### src/sv/hsl_to_rgb444_assert.svh
// ----------------------------------------------------------------------------
// hsl_to_rgb444 assertion macros
// Concurrent checks on the rising edge of clk, disabled while rst_n is low.
// ----------------------------------------------------------------------------
`ifndef HSL_TO_RGB444_ASSERT_SVH
`define HSL_TO_RGB444_ASSERT_SVH

// Check that cond implies expr in the same cycle
`define HSL444_ASSERT_NOW(label, cond, expr) \
    label: assert property (@(posedge clk) disable iff (!rst_n) (cond) |-> (expr)) \
        else $error("hsl_to_rgb444 check failed");

// Check that cond implies expr in the next cycle
`define HSL444_ASSERT_NEXT(label, cond, expr) \
    label: assert property (@(posedge clk) disable iff (!rst_n) (cond) |=> (expr)) \
        else $error("hsl_to_rgb444 check failed");

`endif

### src/sv/hsl444_pkg.sv
`default_nettype none
// ----------------------------------------------------------------------------
// hsl444_pkg
// Shared constants and the hue-to-ramp-factor function of the HSL converter.
// ----------------------------------------------------------------------------
package hsl444_pkg;

    // Default fraction bits of saturation and lightness
    localparam int FRAC_BITS_DEF = 8;

    // Hue is a fraction of a turn on 1536 steps
    localparam int HUE_W = 11;
    localparam logic [HUE_W-1:0] HUE_STEPS      = 11'd1536;
    localparam logic [HUE_W-1:0] HUE_THIRD      = 11'd512;
    localparam logic [HUE_W-1:0] HUE_TWO_THIRDS = 11'd1024;

    // Breakpoints of the piecewise channel rule
    localparam logic [HUE_W-1:0] RISE_END   = 11'd256;
    localparam logic [HUE_W-1:0] FALL_START = 11'd768;
    localparam logic [HUE_W-1:0] FALL_END   = 11'd1024;

    // Ramp factor runs 0..256
    localparam int FACTOR_W = 9;
    localparam logic [FACTOR_W-1:0] FACTOR_FULL = 9'd256;

    // Channel is 8 bits, high nibble kept
    localparam int CHAN_W   = 8;
    localparam int NIBBLE_W = 4;

    // Weight of the (q - p) term for one hue argument
    function automatic logic [FACTOR_W-1:0] hue_factor(input logic [HUE_W-1:0] t);
        logic [HUE_W-1:0] fall;
        begin
            fall = FALL_END - t;
            if (t < RISE_END)
                hue_factor = t[FACTOR_W-1:0];
            else if (t < FALL_START)
                hue_factor = FACTOR_FULL;
            else if (t < FALL_END)
                hue_factor = fall[FACTOR_W-1:0];
            else
                hue_factor = '0;
        end
    endfunction

endpackage
`default_nettype wire

### src/sv/hsl444_lane.sv
`default_nettype none
// ----------------------------------------------------------------------------
// hsl444_lane
// One color channel: ramp factor, channel value, scale by 255, high nibble.
// ----------------------------------------------------------------------------
module hsl444_lane
    import hsl444_pkg::*;
#(
    parameter int FRAC_BITS = FRAC_BITS_DEF
)
(
    input  wire logic                      clk,
    input  wire logic                      advance,
    input  wire logic [HUE_W-1:0]          hue_arg,
    input  wire logic [2*FRAC_BITS:0]      p_val,
    input  wire logic [2*FRAC_BITS:0]      d_val,
    output logic      [NIBBLE_W-1:0]       nibble
);

    localparam int PW = 2 * FRAC_BITS + 1;
    localparam int VW = PW + 8;
    localparam int MW = VW + 8;
    localparam int CH_LSB = 2 * FRAC_BITS + 8;

    logic [FACTOR_W-1:0] factor_reg;
    logic [VW-1:0]       value_reg;
    logic [VW-1:0]       value_next;
    logic [MW-1:0]       scaled;
    logic [NIBBLE_W-1:0] nibble_reg;

    // Channel value at scale 2^(2F+8): 256*p + (q-p)*factor
    assign value_next = {p_val, 8'd0} + (VW'(d_val) * VW'(factor_reg));

    // Scale by 255 as shift and subtract
    assign scaled = {value_reg, 8'd0} - MW'(value_reg);

    // Advance the three lane stages together
    always_ff @(posedge clk)
    begin
        if (advance)
        begin
            factor_reg <= hue_factor(hue_arg);
            value_reg  <= value_next;
            nibble_reg <= scaled[CH_LSB+CHAN_W-1 -: NIBBLE_W];
        end
    end

    assign nibble = nibble_reg;

endmodule
`default_nettype wire

### src/sv/hsl_to_rgb444.sv
`default_nettype none
// ----------------------------------------------------------------------------
// hsl_to_rgb444
// HSL to RGB444 color converter, four-stage pipe, one beat per unstalled cycle.
// ----------------------------------------------------------------------------
//  channel  direction  handshake             payload
//  hsl      in         hsl_valid/hsl_stall   hue, saturation, lightness
//  rgb      out        rgb_valid/rgb_stall   red/green/blue_nibble, packed_colour
//
//  One beat enters per cycle while hsl_stall is low; it leaves from stage 4.
//  Stages: clamp and wrap with l*s product, q/p forming, one (q-p)*factor
//  multiplier per channel, scale by 255 into the output register.
//  rgb_stall with a waiting beat freezes every stage and raises hsl_stall.
//  Reset clears the valid bits only; no item is in flight after reset.
// ----------------------------------------------------------------------------
module hsl_to_rgb444
    import hsl444_pkg::*;
#(
    parameter int FRAC_BITS = FRAC_BITS_DEF
)
(
    input  wire logic                  clk,
    input  wire logic                  rst_n,
    input  wire logic                  hsl_valid,
    output logic                       hsl_stall,
    input  wire logic [HUE_W-1:0]      hue,
    input  wire logic [FRAC_BITS:0]    saturation,
    input  wire logic [FRAC_BITS:0]    lightness,
    output logic                       rgb_valid,
    input  wire logic                  rgb_stall,
    output logic [NIBBLE_W-1:0]        red_nibble,
    output logic [NIBBLE_W-1:0]        green_nibble,
    output logic [NIBBLE_W-1:0]        blue_nibble,
    output logic [3*NIBBLE_W-1:0]      packed_colour
);

    localparam int SW = FRAC_BITS + 1;
    localparam int PW = 2 * FRAC_BITS + 1;
    localparam int XW = 2 * FRAC_BITS + 2;
    localparam logic [SW-1:0] ONE_FX  = SW'(1) << FRAC_BITS;
    localparam logic [SW-1:0] HALF_FX = SW'(1) << (FRAC_BITS - 1);
    localparam logic [PW:0]   Q_MAX   = (PW + 1)'(1) << (2 * FRAC_BITS);

    logic advance;

    // Valid bits of the four stages
    logic v1_reg, v2_reg, v3_reg, v4_reg;

    // Stage 1 payload
    logic [SW-1:0]    sat_c, light_c;
    logic [HUE_W-1:0] hue_w, hue_r, hue_b;
    logic [2*SW-1:0]  ls_full;
    logic [SW-1:0]    s1_reg, l1_reg;
    logic [PW-1:0]    ls1_reg;
    logic             low1_reg;
    logic [HUE_W-1:0] tr1_reg, tg1_reg, tb1_reg;

    // Stage 2 payload
    logic [XW-1:0] l_x, s_x, ls_x, q_x, p_x, d_x;
    logic [PW-1:0] p2_reg, d2_reg;

    // Freeze the whole pipe while a finished beat waits
    assign advance   = !(v4_reg && rgb_stall);
    assign hsl_stall = !advance;

    // Clamp saturation and lightness to 1.0
    assign sat_c   = (saturation > ONE_FX) ? ONE_FX : saturation;
    assign light_c = (lightness  > ONE_FX) ? ONE_FX : lightness;
    assign ls_full = (2 * SW)'(light_c) * (2 * SW)'(sat_c);

    // Wrap hue, then form the red and blue arguments a third apart
    assign hue_w = (hue >= HUE_STEPS) ? hue - HUE_STEPS : hue;
    assign hue_r = (hue_w >= HUE_TWO_THIRDS) ? hue_w - HUE_TWO_THIRDS : hue_w + HUE_THIRD;
    assign hue_b = (hue_w >= HUE_THIRD) ? hue_w - HUE_THIRD : hue_w + HUE_TWO_THIRDS;

    // Form q, p and q - p at scale 2^(2F)
    assign l_x  = XW'(l1_reg) << FRAC_BITS;
    assign s_x  = XW'(s1_reg) << FRAC_BITS;
    assign ls_x = XW'(ls1_reg);
    assign q_x  = low1_reg ? (l_x + ls_x) : (l_x + s_x - ls_x);
    assign p_x  = (XW'(l1_reg) << (FRAC_BITS + 1)) - q_x;
    assign d_x  = q_x - p_x;

    // Advance valid bits
    always_ff @(posedge clk or negedge rst_n)
    begin
        if (!rst_n)
        begin
            v1_reg <= 1'b0;
            v2_reg <= 1'b0;
            v3_reg <= 1'b0;
            v4_reg <= 1'b0;
        end
        else if (advance)
        begin
            v1_reg <= hsl_valid;
            v2_reg <= v1_reg;
            v3_reg <= v2_reg;
            v4_reg <= v3_reg;
        end
    end

    // Advance stage 1 and stage 2 payload
    always_ff @(posedge clk)
    begin
        if (advance)
        begin
            s1_reg   <= sat_c;
            l1_reg   <= light_c;
            ls1_reg  <= ls_full[PW-1:0];
            low1_reg <= (light_c < HALF_FX);
            tr1_reg  <= hue_r;
            tg1_reg  <= hue_w;
            tb1_reg  <= hue_b;
            p2_reg   <= p_x[PW-1:0];
            d2_reg   <= d_x[PW-1:0];
        end
    end

    // Channel lanes, stages 2 to 4
    hsl444_lane #(.FRAC_BITS(FRAC_BITS)) u_red
    (
        .clk     (clk),
        .advance (advance),
        .hue_arg (tr1_reg),
        .p_val   (p2_reg),
        .d_val   (d2_reg),
        .nibble  (red_nibble)
    );

    hsl444_lane #(.FRAC_BITS(FRAC_BITS)) u_green
    (
        .clk     (clk),
        .advance (advance),
        .hue_arg (tg1_reg),
        .p_val   (p2_reg),
        .d_val   (d2_reg),
        .nibble  (green_nibble)
    );

    hsl444_lane #(.FRAC_BITS(FRAC_BITS)) u_blue
    (
        .clk     (clk),
        .advance (advance),
        .hue_arg (tb1_reg),
        .p_val   (p2_reg),
        .d_val   (d2_reg),
        .nibble  (blue_nibble)
    );

    assign rgb_valid     = v4_reg;
    assign packed_colour = {red_nibble, green_nibble, blue_nibble};

`include "hsl_to_rgb444_assert.svh"

    // A gray input leaves no (q - p) term
    `HSL444_ASSERT_NEXT(a_gray_no_spread, v1_reg && advance && (s1_reg == '0), d2_reg == '0)
    // q never exceeds 1.0 squared
    `HSL444_ASSERT_NOW(a_q_bound, v2_reg, ({1'b0, p2_reg} + {1'b0, d2_reg}) <= Q_MAX)
    // Input is held off only behind a waiting output beat
    `HSL444_ASSERT_NOW(a_stall_cause, hsl_stall, rgb_valid)
    // A frozen stage keeps its beat
    `HSL444_ASSERT_NEXT(a_hold_stage2, v2_reg && hsl_stall, v2_reg && $stable(d2_reg))

endmodule
`default_nettype wire
### config.mk
export PLATFORM = sky130hd
export DESIGN_NAME = hsl_to_rgb444
export DESIGN_NICKNAME = d
export VERILOG_FILES = /design/src/sv/hsl444_pkg.sv /design/src/sv/hsl444_lane.sv /design/src/sv/hsl_to_rgb444.sv
export VERILOG_INCLUDE_DIRS = /design/src /design/src/sv
export SDC_FILE = /design/constraint.sdc
export NUM_CORES = 2
export LEC_CHECK = 0
export BUFFER_PORTS_ARGS = -buffer_cell sky130_fd_sc_hd__clkbuf_2
export CORE_MARGIN = 1.5
export CORE_UTILIZATION = 45
export CTS_CLUSTER_DIAMETER = 120
export DETAILED_ROUTE_END_ITERATION = 12
export SLEW_MARGIN = 20
export SYNTH_ARGS = -nofsm -noshare
export SYNTH_HDL_FRONTEND = slang
export SYNTH_SLANG_ARGS = --single-unit
### constraint.sdc
create_clock -name clk -period 9.45 [get_ports clk]
set_input_delay 0.4725 -clock clk [delete_from_list [all_inputs] [get_ports clk]]
set_output_delay 0.4725 -clock clk [all_outputs]
set_load 0.005 [all_outputs]
==> flow_metrics.py <==
metrics = {
    "synth": {
        "synthDistinctLibCells": 73,
        "synthFlopType": "edfxtp_1",
        "seq_area_frac_synth_pct": 21.7,
        "post_synthesis_cells": 2786,
        "yosys-top-cells-area": "fa_1 30%, edfxtp_1 21%, ha_1 11%",
        "share_of_flip_flops_with_an_asynchronous_set_or_reset_pct": 2.01,
        "post_synth_top_area_cell": "fa_1",
        "number_of_synthesized_flops_with_an_enable_pin": 195,
        "syn-mean-instance-area_um2": 9.86,
        "mappedNetlistArea_um2": 27500,
        "synth-seq-cells": 199,
        "yosysWarnings": 0,
        "synthDominantCellAreaShare_pct": 30.5,
    },
    "worst_hold_path": {
        "min_to": "tr1_reg[2]$_DFFE_PN_",
        "hold_path_depth": 1,
        "hold_path_class": "input port to flip-flop",
        "hold_path_startpoint": "hue[2]",
    },
    "clock_network": {
        "cts_tree": "done",
        "clock_path_buffers": 2,
        "cts_made_buffers": 17,
        "htree_levels": 4,
        "cts.sink_count": 199,
        "cts_setup_buffers": 0,
        "worstSkewPairLatency_ns": 0.51,
        "cts.clk_slew.worst_paths_ns": 0.09,
        "clockRootBuffer": "clkbuf_16",
    },
    "drt": {
        "route.vias.total": 18534,
        "route.antenna.remaining_nets": 0,
        "drt-initial-drc-count": 928,
        "route.detailed.drc": 0,
        "drt_pre_antenna_iters": 7,
        "route.detailed.vias_per_inst": 5.16,
        "routedWlPerCell_um": 16.1,
        "drt_wl_total_um": 57900,
    },
    "run": {
        "max_cap_viol": 0,
    },
    "sta": {
        "achievable-frequency_mhz": 148,
        "slew_violations": 0,
        "worst-slew-pin-transition_ns": 1.15,
        "clock-skew-final_ns": 0.0179,
        "min_period_ns": 6.75,
        "hold_viol": 0,
        "slew_headroom_pct": 23.0,
        "grt_setup_unrepaired": "no",
        "timing.setup.tns_ns": 0,
        "finalSetupViolCount": 0,
        "layout_worst_path_cycle_share_pct": 71.4,
    },
    "global_route": {
        "antenna_found_initial": 0,
        "grt_first_pass_wirelength_um": 98800,
        "first_global_vias": 20036,
        "maximum_number_of_pins_on_one_net_before_global_route_repair": 76,
        "gr-usage-all-layers_pct": 19.9,
        "gr-total-overflow": 0,
    },
    "finish": {
        "layout-area-overhead-vs-synth_pct": 5.96,
        "n_antenna_cell": 0,
        "post_route_cells_drive_above_1_share_pct": 4.69,
        "finalNetCount": 3501,
    },
    "setup_path": {
        "criticalPathCategory": "flip-flop to flip-flop",
        "critical_path_peak_fanout": 27,
        "regToRegSetupSlack_ns": 2.70,
        "ff_to_ff_start": "d2_reg[4]$_DFFE_PN_",
        "cp_data_arrival_time_ns": 7.00,
        "crit_path_end_kind": "flip-flop",
        "crit_path_start_kind": "flip-flop",
        "r2r.worst_path.cells": 17,
        "ff_to_ff_end": "u_blue.value_reg[24]$_DFFE_PN_",
        "worstPathRequired_ns": 9.70,
    },
    "floorplan": {
        "die_area_um2": 62600,
        "top_level_ports": 59,
        "row_count": 90,
        "die-width_um": 250,
        "core_area_um2": 60400,
        "initial_core_util_pct": 45.5,
        "die_y_um": 250,
    },
    "place": {
        "gpl.final_weighted_congestion": 0.863,
        "portBuffers": 58,
        "post-dp-hpwl_um": 46600,
    },
    "status": {
        "run_status": "complete, no violations",
    },
}
layout by cell type, fill, tap and decap left out, types with 34 or more instances in the layout:
cell type | Yosys | layout
a21oi_1 | 69 | 69
edfxtp_1 | 195 | 195
ha_1 | 251 | 251
xnor2_1 | 112 | 112
nand2_1 | 266 | 265
o21ai_0 | 39 | 39
and2_1 | 279 | 279
nand2b_1 | 34 | 34
nor2_1 | 103 | 103
xor2_1 | 34 | 34
fa_1 | 418 | 418
a21o_1 | 43 | 43
clkbuf_2 | 0 | 58
inv_1 | 583 | 583
final cells by class:
cell class	count	area, µm²
timing repair buffer	70	383
multi-input combinational	1928	19000
clock inverter	14	178
fill	5685	31200
inverter	583	2190
sequential	199	5960
clock buffer	18	439
tap	782	978
kinds of logic (layout without fill, tap and decap cells):
| logic type | count (synthesis) | after routing | synth area share [%] |
|---|---|---|---|
| simple gates | 805 | 805 | 14.9 |
| buf+inv | 678 | 685 | 9.48 |
| fa+ha+maj | 673 | 673 | 42.0 |
| compound gates | 269 | 269 | 6.57 |
| flops | 199 | 199 | 21.7 |
| xor+xnor | 148 | 148 | 4.82 |
| mux | 12 | 12 | 0.478 |
| other cells | 2 | 21 | 0.0273 |
worst max-delay path: stages (launching register included):
cell and delay (ns):
edfxtp_1 1.03, nand2_1 0.19, fa_1 0.56, fa_1 0.56
inv_1 0.05, fa_1 0.44, fa_1 0.50, fa_1 0.41
ha_1 0.32, nor2b_1 0.14, o21a_1 0.18, o311a_1 0.33
a311o_1 0.40, o31ai_1 0.46, o21ai_0 0.30, a211o_1 0.31
a21oi_1 0.19, xnor2_1 0.09
Yosys cell counts, drive strengths merged, types with 42 or more instances:
cell type,count
inv,583
fa,418
and2,280
nand2,267
ha,251
edfxtp,195
xnor2,112
nor2,103
clkbuf,75
a21oi,69
a21o,43
o21ai,42
per-layer routing:
| layer | up-vias | track usage [%] | routed length (µm) |
|---|---|---|---|
| met5 | - | 0 | 0 |
| met2 | 344 | 36.4 | 30300 |
| met4 | 0 | 7.29 | 1680 |
| met3 | 68 | 2.45 | 1850 |
| met1 | 9422 | 23.7 | 24100 |
| li1 | 8700 | - | - |
what timing repair did:
action | CTS | global route
gates resized for setup | 0 | 0
hold buffers | 1 | 0
hold endpoints to repair | 4 | 0
per-stage QoR:
stage	cell area (µm²)	utilization, %	std cells	hold slack (ns)	worst slack [ns]
after CTS	29100	48.2	3594	0.102	2.71
after detailed placement	28500	47.2	3561	0.285	2.74
after global placement	28500	47.2	3561	0.278	2.85
after floorplan	27600	-	2805	0.177	3.55
after global routing	29100	48.2	3594	0.125	2.34
final	29100	48.2	3594	0.154	2.70
worst max path at each step:
stage | start | end | cells past startpoint
floorplan | u_blue.factor_reg[0]$_DFFE_PN_ | u_blue.value_reg[24]$_DFFE_PN_ | 21
global placement | d2_reg[6]$_DFFE_PN_ | u_blue.value_reg[24]$_DFFE_PN_ | 20
detailed placement | d2_reg[8]$_DFFE_PN_ | u_blue.value_reg[24]$_DFFE_PN_ | 17
CTS | d2_reg[4]$_DFFE_PN_ | u_blue.value_reg[24]$_DFFE_PN_ | 17
global route | d2_reg[6]$_DFFE_PN_ | u_blue.value_reg[24]$_DFFE_PN_ | 20
finish | d2_reg[4]$_DFFE_PN_ | u_blue.value_reg[24]$_DFFE_PN_ | 17
Power is not shown: default switching activity piles up to over one toggle a cycle in this logic, so the estimate is an artifact.
